[config.mk]
export PLATFORM = sky130hd
export DESIGN_NAME = sorted_unique_key_table
export DESIGN_NICKNAME = d
export VERILOG_FILES = /design/src/rtl/core/suk_pkg.sv /design/src/rtl/core/suk_cell.sv /design/src/rtl/core/sorted_unique_key_table.sv
export SDC_FILE = /design/constraint.sdc
export NUM_CORES = 2
export LEC_CHECK = 0
export BUFFER_PORTS_ARGS = -buffer_cell sky130_fd_sc_hd__buf_4
export CAP_MARGIN = 20
export CORE_AREA = 2 2 443 335
export DETAILED_ROUTE_END_ITERATION = 10
export DIE_AREA = 0 0 445 337
export PLACE_DENSITY = 0.44
export SYNTH_ARGS = -nofsm -noshare
export SYNTH_HDL_FRONTEND = slang
export SYNTH_SLANG_ARGS = --single-unit
[constraint.sdc]
create_clock -name clk -period 6.9 [get_ports clk]
set_clock_uncertainty 0.05 [all_clocks]
set_input_delay 0 -clock clk [delete_from_list [all_inputs] [get_ports clk]]
set_output_delay 0 -clock clk [all_outputs]
set_load 0.02 [all_outputs]
[src/rtl/core/suk_pkg.sv]
// ----------------------------------------------------------------------------
// suk_pkg - shared definitions for the sorted unique key table
// Field widths, operation and status codes, and the command bundle that the
// controller broadcasts to every storage cell.
// ----------------------------------------------------------------------------
`timescale 1ns / 1ps

package suk_pkg;

  localparam int KEY_W         = 32;
  localparam int KIND_W        = 3;
  localparam int POS_W         = 5;
  localparam int STATUS_W      = 3;
  localparam int COUNT_W       = 5;
  localparam int DEFAULT_DEPTH = 16;

  // Operation codes carried by in_kind.
  localparam logic [KIND_W-1:0] KIND_INSERT = 3'd0;
  localparam logic [KIND_W-1:0] KIND_APPEND = 3'd1;
  localparam logic [KIND_W-1:0] KIND_DELETE = 3'd2;
  localparam logic [KIND_W-1:0] KIND_READ   = 3'd3;
  localparam logic [KIND_W-1:0] KIND_CLEAR  = 3'd4;

  // Result status codes.
  localparam logic [STATUS_W-1:0] STAT_OK        = 3'd0;
  localparam logic [STATUS_W-1:0] STAT_DUP       = 3'd1;
  localparam logic [STATUS_W-1:0] STAT_NOT_FOUND = 3'd2;
  localparam logic [STATUS_W-1:0] STAT_FULL      = 3'd3;
  localparam logic [STATUS_W-1:0] STAT_BAD_POS   = 3'd4;

  // Command bundle broadcast to all cells.
  typedef struct packed {
    logic eval;       // capture compare flags against the incoming key
    logic shift_ins;  // open a gap at the first greater-or-equal cell
    logic shift_del;  // close the gap at the first greater-or-equal cell
    logic load_tail;  // write the key into the cell just past the last entry
  } cell_cmd_t;

endpackage

[src/rtl/core/suk_cell.sv]
// ----------------------------------------------------------------------------
// suk_cell - one storage cell of the key chain
// Holds one key, compares it with the broadcast key, takes part in the
// first-match ripple and shifts toward either neighbor on command.
// ----------------------------------------------------------------------------
`timescale 1ns / 1ps

module suk_cell #(
  parameter int IDX   = 0,
  parameter int CNT_W = 5
) (
  input  logic                              clk,
  input  suk_pkg::cell_cmd_t                cmd,
  input  logic signed [suk_pkg::KEY_W-1:0]  in_key,
  input  logic        [suk_pkg::POS_W-1:0]  in_position,
  input  logic signed [suk_pkg::KEY_W-1:0]  op_key,
  input  logic        [CNT_W-1:0]           count,
  input  logic signed [suk_pkg::KEY_W-1:0]  prev_key,
  input  logic signed [suk_pkg::KEY_W-1:0]  next_key,
  input  logic                              seen_in,
  output logic                              seen_out,
  output logic                              hit,
  output logic signed [suk_pkg::KEY_W-1:0]  rd_key,
  output logic signed [suk_pkg::KEY_W-1:0]  key_q
);

  localparam int SEL_W = (CNT_W > suk_pkg::POS_W) ? CNT_W : suk_pkg::POS_W;
  localparam logic [CNT_W-1:0] IDX_C = CNT_W'(IDX);
  localparam logic [SEL_W-1:0] POS_C = SEL_W'(IDX + 1);

  logic signed [suk_pkg::KEY_W-1:0] key_r;
  logic ge_r, eq_r, sel_r;
  logic occupied, first;

  assign occupied = IDX_C < count;
  // Empty cells count as greater than any key, so an insert that finds no
  // larger key lands at the tail.
  assign first    = ge_r & ~seen_in;
  assign seen_out = seen_in | ge_r;
  assign hit      = first & eq_r;
  assign rd_key   = sel_r ? key_r : '0;
  assign key_q    = key_r;

  always_ff @(posedge clk) begin
    if (cmd.eval) begin
      ge_r  <= ~occupied | (key_r >= in_key);
      eq_r  <= occupied & (key_r == in_key);
      sel_r <= (SEL_W'(in_position) == POS_C);
    end
    if (cmd.shift_ins) begin
      if (seen_in) begin
        key_r <= prev_key;
      end else if (first) begin
        key_r <= op_key;
      end
    end else if (cmd.shift_del) begin
      if (seen_in | first) begin
        key_r <= next_key;
      end
    end else if (cmd.load_tail && (IDX_C == count)) begin
      key_r <= op_key;
    end
  end

endmodule

[src/rtl/core/sorted_unique_key_table.sv]
// ----------------------------------------------------------------------------
// sorted_unique_key_table - ordered table of unique signed keys
// A result is decided in ST_EXEC, which follows the input transfer, and is
// loaded into the output register from there.
// The table works on one item at a time, comparing as it takes the item in
// ST_IDLE and shifting in ST_EXEC. A result held by out_stall keeps the next
// operation waiting in ST_EXEC.
// Reset clears the count and the handshake state; stored keys are not reset
// and are never read before they have been written.
// ----------------------------------------------------------------------------
`timescale 1ns / 1ps

module sorted_unique_key_table #(
  parameter int DEPTH = suk_pkg::DEFAULT_DEPTH
) (
  input  logic                                 clk,
  input  logic                                 rst_n,
  input  logic                                 in_valid,
  output logic                                 in_stall,
  input  logic        [suk_pkg::KIND_W-1:0]    in_kind,
  input  logic signed [suk_pkg::KEY_W-1:0]     in_key,
  input  logic        [suk_pkg::POS_W-1:0]     in_position,
  output logic                                 out_valid,
  input  logic                                 out_stall,
  output logic        [suk_pkg::STATUS_W-1:0]  out_status,
  output logic signed [suk_pkg::KEY_W-1:0]     out_key_out,
  output logic        [suk_pkg::COUNT_W-1:0]   out_count
);

  // The count runs from zero up to DEPTH inclusive.
  localparam int CNT_W = $clog2(DEPTH + 1);
  localparam int CMP_W = (CNT_W > suk_pkg::POS_W) ? CNT_W : suk_pkg::POS_W;
  localparam logic [CNT_W-1:0] FULL_C = CNT_W'(DEPTH);

  // The controller has two states. In IDLE it takes a transfer and every cell
  // captures its compare flags against the new key. In EXEC the first-match
  // ripple along the chain settles, the operation is decided and, once the
  // output register is free, the cells shift and the result is loaded.
  typedef enum logic {
    ST_IDLE,
    ST_EXEC
  } state_t;

  state_t                              state_r;
  logic        [suk_pkg::KIND_W-1:0]   kind_r;
  logic signed [suk_pkg::KEY_W-1:0]    op_key_r;
  logic                                pos_ok_r;
  logic        [CNT_W-1:0]             count_r;
  logic                                out_valid_r;
  logic        [suk_pkg::STATUS_W-1:0] out_status_r;
  logic signed [suk_pkg::KEY_W-1:0]    out_key_r;
  logic        [suk_pkg::COUNT_W-1:0]  out_count_r;

  logic                                accept;
  logic                                done;
  logic                                pos_ok;
  suk_pkg::cell_cmd_t                  cmd;
  logic                                shift_ins, shift_del, load_tail;
  logic        [suk_pkg::STATUS_W-1:0] status_nxt;
  logic signed [suk_pkg::KEY_W-1:0]    key_out_nxt;
  logic        [CNT_W-1:0]             count_nxt;
  logic                                any_hit;
  logic                                full;
  logic signed [suk_pkg::KEY_W-1:0]    rd_merge;

  logic                                seen    [DEPTH+1];
  logic                                hit_v   [DEPTH];
  logic signed [suk_pkg::KEY_W-1:0]    rd_v    [DEPTH];
  logic signed [suk_pkg::KEY_W-1:0]    key_v   [DEPTH];
  logic signed [suk_pkg::KEY_W-1:0]    prev_v  [DEPTH];
  logic signed [suk_pkg::KEY_W-1:0]    next_v  [DEPTH];

  // A new item is taken only while idle; a finished result may still be
  // waiting in the output register at that time.
  assign in_stall = (state_r != ST_IDLE);
  assign accept   = in_valid && !in_stall;
  // The operation retires when the output register can take its result.
  assign done     = (state_r == ST_EXEC) && (!out_valid_r || !out_stall);

  // A read position is good when it lies between one and the count.
  assign pos_ok = (in_position != '0) &&
                  (CMP_W'(in_position) <= CMP_W'(count_r));

  assign cmd.eval      = accept;
  assign cmd.shift_ins = done & shift_ins;
  assign cmd.shift_del = done & shift_del;
  assign cmd.load_tail = done & load_tail;

  // The chain of cells. The first-match flag ripples from the head, so each
  // cell knows whether a greater-or-equal key sits before it.
  assign seen[0] = 1'b0;

  for (genvar g = 0; g < DEPTH; g++) begin : g_cell
    if (g == 0) begin : g_head
      assign prev_v[g] = op_key_r;
    end else begin : g_body
      assign prev_v[g] = key_v[g-1];
    end
    if (g == DEPTH - 1) begin : g_tail
      assign next_v[g] = key_v[g];
    end else begin : g_inner
      assign next_v[g] = key_v[g+1];
    end

    suk_cell #(
      .IDX   (g),
      .CNT_W (CNT_W)
    ) u_cell (
      .clk         (clk),
      .cmd         (cmd),
      .in_key      (in_key),
      .in_position (in_position),
      .op_key      (op_key_r),
      .count       (count_r),
      .prev_key    (prev_v[g]),
      .next_key    (next_v[g]),
      .seen_in     (seen[g]),
      .seen_out    (seen[g+1]),
      .hit         (hit_v[g]),
      .rd_key      (rd_v[g]),
      .key_q       (key_v[g])
    );
  end

  // At most one cell is the first match and at most one is selected for a
  // read, so plain OR merges give the hit flag and the read data.
  always_comb begin
    any_hit  = 1'b0;
    rd_merge = '0;
    for (int i = 0; i < DEPTH; i++) begin
      any_hit  = any_hit | hit_v[i];
      rd_merge = rd_merge | rd_v[i];
    end
  end

  assign full = (count_r == FULL_C);

  // Operation decode for ST_EXEC. The duplicate check comes before
  // the full check, so a duplicate is reported even on a full table.
  always_comb begin
    status_nxt  = suk_pkg::STAT_OK;
    key_out_nxt = '0;
    count_nxt   = count_r;
    shift_ins   = 1'b0;
    shift_del   = 1'b0;
    load_tail   = 1'b0;
    unique case (kind_r)
      suk_pkg::KIND_INSERT: begin
        if (any_hit) begin
          status_nxt = suk_pkg::STAT_DUP;
        end else if (full) begin
          status_nxt = suk_pkg::STAT_FULL;
        end else begin
          shift_ins = 1'b1;
          count_nxt = count_r + 1'b1;
        end
      end
      suk_pkg::KIND_APPEND: begin
        if (full) begin
          status_nxt = suk_pkg::STAT_FULL;
        end else begin
          load_tail = 1'b1;
          count_nxt = count_r + 1'b1;
        end
      end
      suk_pkg::KIND_DELETE: begin
        if (any_hit) begin
          shift_del = 1'b1;
          count_nxt = count_r - 1'b1;
        end else begin
          status_nxt = suk_pkg::STAT_NOT_FOUND;
        end
      end
      suk_pkg::KIND_READ: begin
        if (pos_ok_r) begin
          key_out_nxt = rd_merge;
        end else begin
          status_nxt = suk_pkg::STAT_BAD_POS;
        end
      end
      suk_pkg::KIND_CLEAR: begin
        count_nxt = '0;
      end
      default: begin
        // Unused kinds leave the table as it is and report success.
      end
    endcase
  end

  always_ff @(posedge clk) begin
    if (!rst_n) begin
      state_r     <= ST_IDLE;
      count_r     <= '0;
      out_valid_r <= 1'b0;
    end else begin
      // A new result takes the output register in the same cycle in which
      // the previous one leaves it.
      if (done) begin
        out_valid_r <= 1'b1;
      end else if (out_valid_r && !out_stall) begin
        out_valid_r <= 1'b0;
      end
      unique case (state_r)
        ST_IDLE: begin
          if (accept) begin
            state_r <= ST_EXEC;
          end
        end
        ST_EXEC: begin
          if (done) begin
            state_r <= ST_IDLE;
            count_r <= count_nxt;
          end
        end
        default: begin
          state_r <= ST_IDLE;
        end
      endcase
    end
    // Operation and result payload need no reset.
    if (accept) begin
      kind_r   <= in_kind;
      op_key_r <= in_key;
      pos_ok_r <= pos_ok;
    end
    if (done) begin
      out_status_r <= status_nxt;
      out_key_r    <= key_out_nxt;
      out_count_r  <= suk_pkg::COUNT_W'(CMP_W'(count_nxt));
    end
  end

  assign out_valid   = out_valid_r;
  assign out_status  = out_status_r;
  assign out_key_out = out_key_r;
  assign out_count   = out_count_r;

endmodule
==> metrics list <==
* Worst-margin pin slew: 1315 ps
- Port buffering added 85 buffers.
- Share of post-route cells with drive strength above 1: 10.45%
- Post-synthesis instance total: 3967
* Via count of the first global-routing pass: 36887
* Count of TritonRoute iterations in the first routing pass: 6
* Endpoint of the worst setup timing path: g_cell[13].u_cell.key_q[6]$_DFFE_PP_
- STA classifies the critical path endpoint as a flop.
- GRT overflow: 0
* Source-to-sink clock delay at the later pin of the worst-skew pair: 740 ps
- Core footprint: 146200 um^2
- Mean routed wirelength per cell: 38.66 um
* Row cnt: 122
* Via total after detailed routing: 40388
- Setup violations remaining at the end of the flow were counted as 0.
- STA puts the critical path data required time at 7300 ps.
- TritonCTS clock tree: done
- The final count of pins violating max slew was 0.
- Horizontal die dimension: 445 um
* Aggregate global-route resource usage: 30.40%
- STA classifies the critical path startpoint as a flop.
* Mean cell area of the mapped netlist: 10.93 um^2
* Maximum number of pins on one net before global-route repair: 196
* Worst reg2reg path depth: 8
- Total negative setup slack: 0 ps
- Worst min-delay path category: primary input to flop
* ANT nets after route: 0
* CTS root buffer: sky130_fd_sc_hd__clkbuf_16
- Die Footprint: 150000 um^2
- The most used flip-flop cell after synthesis is sky130_fd_sc_hd__edfxtp_1.
- Pwr/cell area: 208.0 nW/um^2
- For this design, the CTS-stage hold fixing added 83 buffers.
- The number of nets handed over by synthesis was 4533.
* Crit path time final: 5031 ps
- Maximum fanout along the worst path: 20
* Count of different cell masters after synthesis: 82
- Fin Hold WS: 109.6 ps
* Number of antenna violations at the first check in global routing: 12
* Crit Path Class: flop to flop
- The share of the Yosys chip area taken by registers is 44.36%.
- Cells fill 34.26% of the core in the end.
* Initial drt markers: 6583
- Clock slew at reported path FFs: 60 ps
- The tool flagged a number of max-cap violations equal to 0.
- The number of failing hold endpoints at the final stage came to 0.
- Post-CTS setup repair buffer count: 0
- The synthesized design contains 643 register bits.
- Leakage: 18.22 nW
- Setup repair after global routing left no endpoint under its margin.
* Count of cells resized by post-cts repair: 0
- Arrival time worst endpoint: 5430 ps
- Worst reg2reg path startpoint: g_cell[0].u_cell.ge_r$_DFFE_PP_
- Number of clock sinks: 643
* Post-layout nets: 4635
* First-pass GRT wire length: 317.8 mm
* Final period util: 72.91%
* DR vias/cell: 6.668
- Count of placed standard cells in the final layout, fillers left out: 6057
* Worst relative slew slack: 12.35%
* Run status: finished, final reports clean
- The worst-case IR drop observed on VDD is 0.0001781 V.
* Die height: 337 um
- Weighted congestion at the end of routability-driven global placement: 0.9783
* Proportion of register bits with asynchronous set or reset after synthesis: 0%
- Fmax achieved: 198.8 MHz
- The synthesized design contains 636 enable-type register cells.
- Critical path origin: g_cell[0].u_cell.ge_r$_DFFE_PP_
- Count of pins on the block boundary: 86
- Aggregate routed wire length: 234.2 mm
- Num CTS Buffers: 80
- Yosys Warn Count: 0
* R2R Setup Slk: 1870 ps
- Endpoint of the lowest-slack register-to-register path: g_cell[13].u_cell.key_q[6]$_DFFE_PP_
- Once the floorplan was initialized, standard cells occupied 29.65% of the core.
- Beginning of the worst hold path: rst_n
- Maximum count of clock buffers along a single path: 3
- DRC violations left: 0
* Cell area after technology mapping: 43370 um^2
- Cell count after placement: 5824
- Final HPWL DP: 163.2 mm
* Area growth from synthesis to layout: 15.53%
* CTS H-tree lvls: 3
[critical path, cell delays in order (launching register included)]
cell and delay [ps]:
sky130_fd_sc_hd__edfxtp_1 490, sky130_fd_sc_hd__nor4_4 740, sky130_fd_sc_hd__and2_0 640, sky130_fd_sc_hd__nand2_1 380, sky130_fd_sc_hd__o2111ai_4 540, sky130_fd_sc_hd__nor2_2 280, sky130_fd_sc_hd__a21oi_4 920, sky130_fd_sc_hd__buf_4 510
sky130_fd_sc_hd__o21ai_0 150
[metal layers]
metal	routed length, um	track usage [%]
met5	34	0
met4	7216	8.583
met1	106300	46.56
met3	31750	9.348
met2	88880	39.94
[sequential cells by signal (all words and copies together), names as in the netlist]
| name | flops |
|---|---|
| count_r | 5 |
| g_cell.u_cell.eq_r | 16 |
| g_cell.u_cell.ge_r | 16 |
| g_cell.u_cell.key_q | 512 |
| g_cell.u_cell.sel_r | 16 |
| in_stall | 1 |
| kind_r | 3 |
| op_key_r | 32 |
| out_count | 5 |
| out_key_out | 32 |
| out_status | 3 |
| out_valid | 1 |
| pos_ok_r | 1 |
[how the worst min path moves through the flow]
stage | end | depth (start not counted) | slack (ps)
after global routing | count_r[2]$_SDFFE_PN0P_ | 3 | 90
after floorplan | kind_r[0]$_DFFE_PP_ | 0 | 50
after CTS | count_r[2]$_SDFFE_PN0P_ | 3 | 50
after global placement | kind_r[1]$_DFFE_PP_ | 1 | 140
after detailed placement | kind_r[1]$_DFFE_PP_ | 1 | 130
final | count_r[2]$_SDFFE_PN0P_ | 3 | 110
[cells by family (layout without fill, tap and decap cells)]
group / count (synthesis) / count (layout) / synth area share, %
fa+ha+maj: 522 / 522 / 15.06
flops: 643 / 643 / 44.36
other cells: 0 / 2 / 0
simple gates: 665 / 665 / 7.992
mux: 38 / 38 / 1.013
compound gates: 1718 / 1718 / 27.99
buf+inv: 381 / 547 / 3.584
[power breakdown]
group	switching (mW)	internal [mW]
registers	0.146	4.44
logic	1.01	0.530
clock network	1.94	2.35
total	3.10	7.32
[cells in the final DEF (no fill, tap or decap), types with 8 or more instances in the layout]
cell,instances
sky130_fd_sc_hd__a21oi_1,300
sky130_fd_sc_hd__nand2_1,130
sky130_fd_sc_hd__nand2b_1,14
sky130_fd_sc_hd__o31ai_1,67
sky130_fd_sc_hd__a221o_1,195
sky130_fd_sc_hd__nor2_1,132
sky130_fd_sc_hd__buf_4,200
sky130_fd_sc_hd__a21o_1,98
sky130_fd_sc_hd__clkbuf_1,16
sky130_fd_sc_hd__nor3_1,51
sky130_fd_sc_hd__nor3_2,9
sky130_fd_sc_hd__a31oi_1,44
sky130_fd_sc_hd__nand4_1,112
sky130_fd_sc_hd__nand3_1,23
sky130_fd_sc_hd__a211oi_1,31
sky130_fd_sc_hd__or2_2,10
sky130_fd_sc_hd__a221oi_1,99
sky130_fd_sc_hd__o21a_1,16
sky130_fd_sc_hd__a22oi_1,319
sky130_fd_sc_hd__edfxtp_1,636
sky130_fd_sc_hd__and3_1,71
sky130_fd_sc_hd__clkinv_1,25
sky130_fd_sc_hd__inv_1,105
sky130_fd_sc_hd__clkbuf_16,81
sky130_fd_sc_hd__o21ai_0,315
sky130_fd_sc_hd__ha_1,522
sky130_fd_sc_hd__a22o_1,96
sky130_fd_sc_hd__and4_1,12
sky130_fd_sc_hd__dlygate4sd3_1,83
sky130_fd_sc_hd__a2111oi_0,8
sky130_fd_sc_hd__o211ai_1,27
sky130_fd_sc_hd__o22ai_4,12
sky130_fd_sc_hd__nor2b_1,35
sky130_fd_sc_hd__mux2_2,34
sky130_fd_sc_hd__clkinv_2,12
sky130_fd_sc_hd__o21ai_1,15
sky130_fd_sc_hd__nor4_1,16
[area by class of cell]
| type | count | area [um^2] |
|---|---|---|
| antenna | 2 | 5.005 |
| tap | 1922 | 2405 |
| timing repair buffer | 291 | 2515 |
| inverter | 110 | 414.1 |
| sequential | 643 | 19240 |
| clock buffer | 97 | 2087 |
| multi-input combinational | 2943 | 23030 |
| clock inverter | 49 | 410.4 |
| fill | 14616 | 96130 |
[metrics by stage]
step / total power, mW / area (um^2) / setup WS (ps)
6_report: 10.42 / 50100 / 1869
5_1_grt: 10.70 / 50100 / 1808
4_1_cts: 10.41 / 50050 / 2029
3_5_place_dp: 6.105 / 46720 / 2060
3_3_place_gp: 6.092 / 46620 / 2096
2_1_floorplan: 5.441 / 43370 / 1828
[synthesized netlist by cell type, types with 60 or more instances]
library cell	number	area share, %
sky130_fd_sc_hd__a21oi_1	301	3.5
sky130_fd_sc_hd__a21o_1	98	1.7
sky130_fd_sc_hd__nand2_1	131	1.1
sky130_fd_sc_hd__and3_1	71	1.0
sky130_fd_sc_hd__a221o_1	195	4.5
sky130_fd_sc_hd__ha_1	522	15
sky130_fd_sc_hd__nor2_1	139	1.2
sky130_fd_sc_hd__nand4_1	112	1.6
sky130_fd_sc_hd__clkbuf_1	177	1.5
sky130_fd_sc_hd__o31ai_1	67	1.2
sky130_fd_sc_hd__buf_2	85	0.98
sky130_fd_sc_hd__inv_1	105	0.91
sky130_fd_sc_hd__o21ai_0	319	3.7
sky130_fd_sc_hd__nor3_1	60	0.69
sky130_fd_sc_hd__a221oi_1	99	2.0
sky130_fd_sc_hd__a22oi_1	319	5.5
sky130_fd_sc_hd__a22o_1	96	1.9
sky130_fd_sc_hd__edfxtp_1	636	44
No activity file was read; power rests on OpenSTA's default activity.
